`src/rtl/core/circular_fifo_with_replace_defines.svh`:
```
// assertion macros for the circular fifo with replace
`ifndef CIRCULAR_FIFO_WITH_REPLACE_DEFINES_SVH
`define CIRCULAR_FIFO_WITH_REPLACE_DEFINES_SVH

`ifndef NO_ASSERTIONS

// same-cycle implication, checked out of reset
`define CFR_ASSERT_IMPL(label, clk, rst, ante, cons) \
   label: assert property (@(posedge clk) disable iff (rst) (ante) |-> (cons)) \
      else $error("cfr assertion failed");

// next-cycle implication, checked out of reset
`define CFR_ASSERT_NEXT(label, clk, rst, ante, cons) \
   label: assert property (@(posedge clk) disable iff (rst) (ante) |=> (cons)) \
      else $error("cfr assertion failed");

`else

`define CFR_ASSERT_IMPL(label, clk, rst, ante, cons)
`define CFR_ASSERT_NEXT(label, clk, rst, ante, cons)

`endif

`endif

```
`src/rtl/core/cfr_ram.sv`:
```
// generic single-port-write, single-port-read ram with registered read
module cfr_ram #(
   parameter int unsigned WIDTH = 32,
   parameter int unsigned DEPTH = 128
) (
   input  logic                     clock,
   input  logic                     wr_en,
   input  logic [$clog2(DEPTH)-1:0] wr_addr,
   input  logic [WIDTH-1:0]         wr_data,
   input  logic [$clog2(DEPTH)-1:0] rd_addr,
   output logic [WIDTH-1:0]         rd_data
);

   logic [WIDTH-1:0] mem_ff [DEPTH];
   logic [WIDTH-1:0] rd_data_ff;

   always_ff @(posedge clock) begin
      if (wr_en) begin
         mem_ff[wr_addr] <= wr_data;
      end
      rd_data_ff <= mem_ff[rd_addr];
   end

   assign rd_data = rd_data_ff;

endmodule

```
`config.mk`:
```
export PLATFORM = sky130hd
export DESIGN_NAME = cfr_ram
export DESIGN_NICKNAME = d
export VERILOG_FILES = /design/src/rtl/core/circular_fifo_with_replace_defines.svh /design/src/rtl/core/cfr_ram.sv
export SDC_FILE = /design/constraint.sdc
export NUM_CORES = 2
export LEC_CHECK = 0
export ABC_AREA = 1
export ABC_CLOCK_PERIOD_IN_PS = 2900
export BUFFER_PORTS_ARGS = -buffer_cell sky130_fd_sc_hd__buf_2
export CAP_MARGIN = 20
export CORE_ASPECT_RATIO = 1.75
export CORE_MARGIN = 2
export CORE_UTILIZATION = 40
export CTS_CLUSTER_DIAMETER = 100
export DETAILED_ROUTE_END_ITERATION = 7
export GPL_TIMING_DRIVEN = 0
export REMOVE_ABC_BUFFERS = 1
export SLEW_MARGIN = 20
export SYNTH_ARGS = -nofsm -noshare
export SYNTH_HDL_FRONTEND = slang
export SYNTH_SLANG_ARGS = --single-unit
```
`constraint.sdc`:
```
create_clock -name clock -period 2.9 [get_ports clock]
set_input_delay 0.145 -clock clock [delete_from_list [all_inputs] [get_ports clock]]
set_output_delay 0.145 -clock clock [all_outputs]
set_load 0.03 [all_outputs]
```
==> results summary <==
The filler cells instantiated in the layout total 34900. Among the stages of the critical path, the cell type that occurs most often is sky130_fd_sc_hd__buf_16. The share of flip-flops with an asynchronous set or reset came out at 0. Internal power comes to 96.5 mW. The met1 track utilization from global routing is 0.279. The count of different cell masters after synthesis is 15. The checks that failed: setup timing. Setup repair after global routing could not meet its margin everywhere.

The number of failing setup endpoints in the final timing report is 18. The final-report hold violation count is 0. The horizontal die dimension is 489 microns. In this run, synthesis inferred 4096 flip-flops with an integrated enable. The detailed-route DRC error count came out at 0. The H-tree was split into 5 levels.

The number of warnings printed during yosys synthesis came out at 0. The worst relative slew slack came out at 0.167. The total congestion overflow after global routing is 0. The clock transition at the register clock pins on the worst setup and hold paths after CTS is 0.06 ns. The final worst clock skew is 0.0522 ns. By count the netlist is led by sky130_fd_sc_hd__nand2_1 (4151), sky130_fd_sc_hd__edfxtp_1 (4096), sky130_fd_sc_hd__nand3_1 (4035). The root buffer cell chosen for the clock tree is sky130_fd_sc_hd__clkbuf_16. The most used flip-flop cell after synthesis is sky130_fd_sc_hd__edfxtp_1. The post-detailed-route via-to-cell ratio is 5.62. The flow ran to the end, but the final reports show violations. Subtracting the final worst setup slack from the clock period gives 3.00 ns. The reported max-cap violation count is 0. The global-route usage over all layers is 0.240. The number of flip-flops and latches in the synthesized netlist came out at 4128. The share of total power dissipated in sequential elements is 0.526. The initial utilization of the core area, before any placement, comes to 0.402. The count of pins on the block boundary came out at 80.

For this run, global-route usage on met2 was measured as 0.412. The overall power after layout came out at 125 mW. The iteration count of the initial detailed-routing pass is 7. The maximum net fanout on the critical path came out at 65.

Summing all non-filler instances in the final layout gives an area of 191000 sq um. The number of cells produced by synthesis is 13400. In this run the vertical extent of the chip is 853 microns. The maximum number of pins on one net before global-route repair came out at 195. The area taken by multi-input logic gates is 38000 sq um. The required time of the worst setup path came out at 3.72 ns. The category of the critical setup timing path is in2reg.

The routed length per placed instance is 26.9 microns. The synthesized netlist occupies a cell area of 165000 sq um. The highest cell delay on the worst timing path came out at 0.30 ns.

The arrival time at the worst endpoint came out at 3.82 ns. The share of post-route cells with drive strength above 1 came out at 0.0915. The critical path goes through buf_16 -> buf_16 -> buf_16 -> buf_16 -> buf_16 -> inv_16 -> buf_16 -> buf_16 -> nand3_1 -> nand3_1 -> nand3_1 -> nand3_1 -> nand3_4 -> nand3_1 -> nand2_4.

The total area of sequential cells is 124000 sq um. Clock tree synthesis inserted a total of 378 buffers. The net switching power of the design is 28.7 mW.

The TritonCTS clock tree is done. On the critical path, the stage with the largest delay is an instance of sky130_fd_sc_hd__buf_16. The sequential element share of the synthesized area is 0.751. The number of nets at the end of the flow is 13400. Measured on the finished design, the core utilization comes to 0.467.

A synthesized cell averages 12.3 sq um. The count of input and output buffers came out at 79. In this run the core area contains 311 standard-cell rows. STA classifies the critical path startpoint as a primary input. The area growth from synthesis to final layout is 16.3%.

The share of total power consumed by net switching is 0.229. The global-route wire length before repair is 724000 microns. The cell area reported after detailed placement is 176000 sq um. The global-route met3 utilization is 0.0283.

Counting along the longest clock path gives a buffer depth of 4. Once routing completed, OpenROAD measured the worst setup slack at -0.103 ns. The biggest area consumer among synthesized cells is sky130_fd_sc_hd__edfxtp_1.

After detailed placement, the design holds a cell count of 18300. The leakage component of the power came out at 65.9 nW. The top achievable clock speed came out at 0.333 GHz. Routability-driven placement finished with a final weighted congestion of 0.798.

The routed wire length came out at 514000 microns. The worst setup path is captured at a flop. Yosys attributes the largest share of cell area to sky130_fd_sc_hd__edfxtp_1 (75%), sky130_fd_sc_hd__nand3_1 (12%), sky130_fd_sc_hd__nand2_1 (9.5%). For this design, the sink count on the clock tree is 4128. The die covers 417000 sq um. The filler-free cell count of the finished design came out at 19200. The relative contribution of combinational cells to total power is 0.070. The final HPWL from detailed placement came out at 274000 microns. The clock insertion delay at the later pin of the skew report is 0.96 ns. The final clock period utilization by the worst path came out at 1.04.

The antenna violation net count after detailed routing is 0. The total power divided by cell area came out at 654 nW/um^2. The part of the power in the clock network is 0.404. The layer carrying the most global-route usage is met2.

The number of buffers and inverters on the critical path is 8. The share of Yosys cell area claimed by the top area cell type is 0.747. The tightest min-delay check is of the in2reg type. The initial antenna violation count came out at 24.

The via count of the first global-routing pass was 102000. Yosys instantiated no cell more often than sky130_fd_sc_hd__nand2_1. The overall via count from detail_route is 108000. For the pin with the worst max-slew slack, the measured transition is 1.25 ns. The kind of cell with the highest combined delay along the critical path is buffers and inverters. The post-route setup TNS came out at -0.856 ns.

Buffers added to address setup during post-CTS repair amount to 0. Across the VDD grid, the largest voltage drop is 498 uV. The core region area came out at 410000 sq um. The initial DRC count came out at 11300. The max-slew violation count is 0.
==> cell type report <==
class                           count  area share
Inverter                           24    0.000882
Antenna cell                       26    0.000340
Clock inverter                    242      0.0125
Multi-Input combinational cell   8328       0.198
Timing Repair inverter              2   0.0000915
Clock buffer                      446      0.0519
Sequential cell                  4128       0.646
Tap cell                         5477      0.0358
Timing Repair Buffer              480      0.0542
==> path summary, 6_finish.rpt <==
kind	from	to	slack [ns]	cells after the start
setup / recovery	rd_addr[1]	rd_data[0]$_DFF_P_	-0.10	15
hold reg to reg	mem_ff[90][10]$_DFFE_PP_	rd_data[10]$_DFF_P_	0.89	8
hold / removal	rd_addr[3]	rd_data[18]$_DFF_P_	0.17	6
setup reg to reg	mem_ff[111][19]$_DFFE_PP_	rd_data[19]$_DFF_P_	0.61	8
==> sequential cells by signal, summed over array words and instances, names as in the netlist <==
| name | count |
|---|---|
| mem_ff | 4096 |
| rd_data | 32 |
==> metrics by stage <==
stage,hold WS [ns],worst slack [ns]
finish,0.168,-0.103
global route,0.157,-0.0544
CTS,0.0324,0.00335
detailed placement,0.565,-3.12
global placement,0.581,-205.72
floorplan,0.244,-7.48
==> cell usage in the layout, fill, tap and decap left out, types with 14 or more instances in the layout <==
master and n:
sky130_fd_sc_hd__dfxtp_1 32, sky130_fd_sc_hd__clkbuf_16 394, sky130_fd_sc_hd__inv_1 17, sky130_fd_sc_hd__clkinv_2 74, sky130_fd_sc_hd__dlygate4sd3_1 40, sky130_fd_sc_hd__buf_2 40, sky130_fd_sc_hd__nand3_1 3932, sky130_fd_sc_hd__edfxtp_1 4096
sky130_fd_sc_hd__nand2_1 4130, sky130_fd_sc_hd__nor2_4 128, sky130_fd_sc_hd__nand3_2 92, sky130_fd_sc_hd__clkinvlp_4 14, sky130_fd_sc_hd__diode_2 26, sky130_fd_sc_hd__clkinv_1 85, sky130_fd_sc_hd__bufinv_16 44, sky130_fd_sc_hd__bufbuf_16 46
sky130_fd_sc_hd__buf_6 33, sky130_fd_sc_hd__buf_16 194, sky130_fd_sc_hd__buf_12 116, sky130_fd_sc_hd__clkbuf_1 55
==> routing by layer <==
metal	vias to the layer above	wire length (microns)
li1	47900	-
met1	53700	181000
met2	4847	258000
met3	1187	34800
met4	6	40400
met5	-	39
==> power groups by stage <==
| stage | Combinational [mW] | Clock, mW | Sequential [mW] |
|---|---|---|---|
| floorplan | 3.83 | 0 | 67.3 |
| detailed placement | 7.83 | 0 | 67.2 |
| finish | 8.73 | 50.6 | 65.9 |
| CTS | 8.57 | 51.1 | 65.9 |
| global route | 9.19 | 53.2 | 65.9 |
| global placement | 9.89 | 0 | 67.3 |
==> worst min-delay path, cell delays in order <==
cell and delay, ns:
sky130_fd_sc_hd__buf_8 0.09, sky130_fd_sc_hd__nand3_1 0.10, sky130_fd_sc_hd__nand3_1 0.35, sky130_fd_sc_hd__nand3_1 0.14
sky130_fd_sc_hd__nand3_1 0.10, sky130_fd_sc_hd__nand2_2 0.11
==> cells by family after synthesis <==
logic type | count (synthesis) | synth area share
simple gates | 8328 | 0.221
flops | 4128 | 0.751
buf+inv | 933 | 0.0284
==> timing repair <==
action | in CTS | in global routing
cloned | 57 | 8
hold buffers | 39 | 3
endpoints found under the hold margin | 3399 | 17
pin swaps | 1 | 0
endpoints found under the setup margin | 32 | 29
resized for setup | 137 | 11
(Power assumes the default switching activity.)
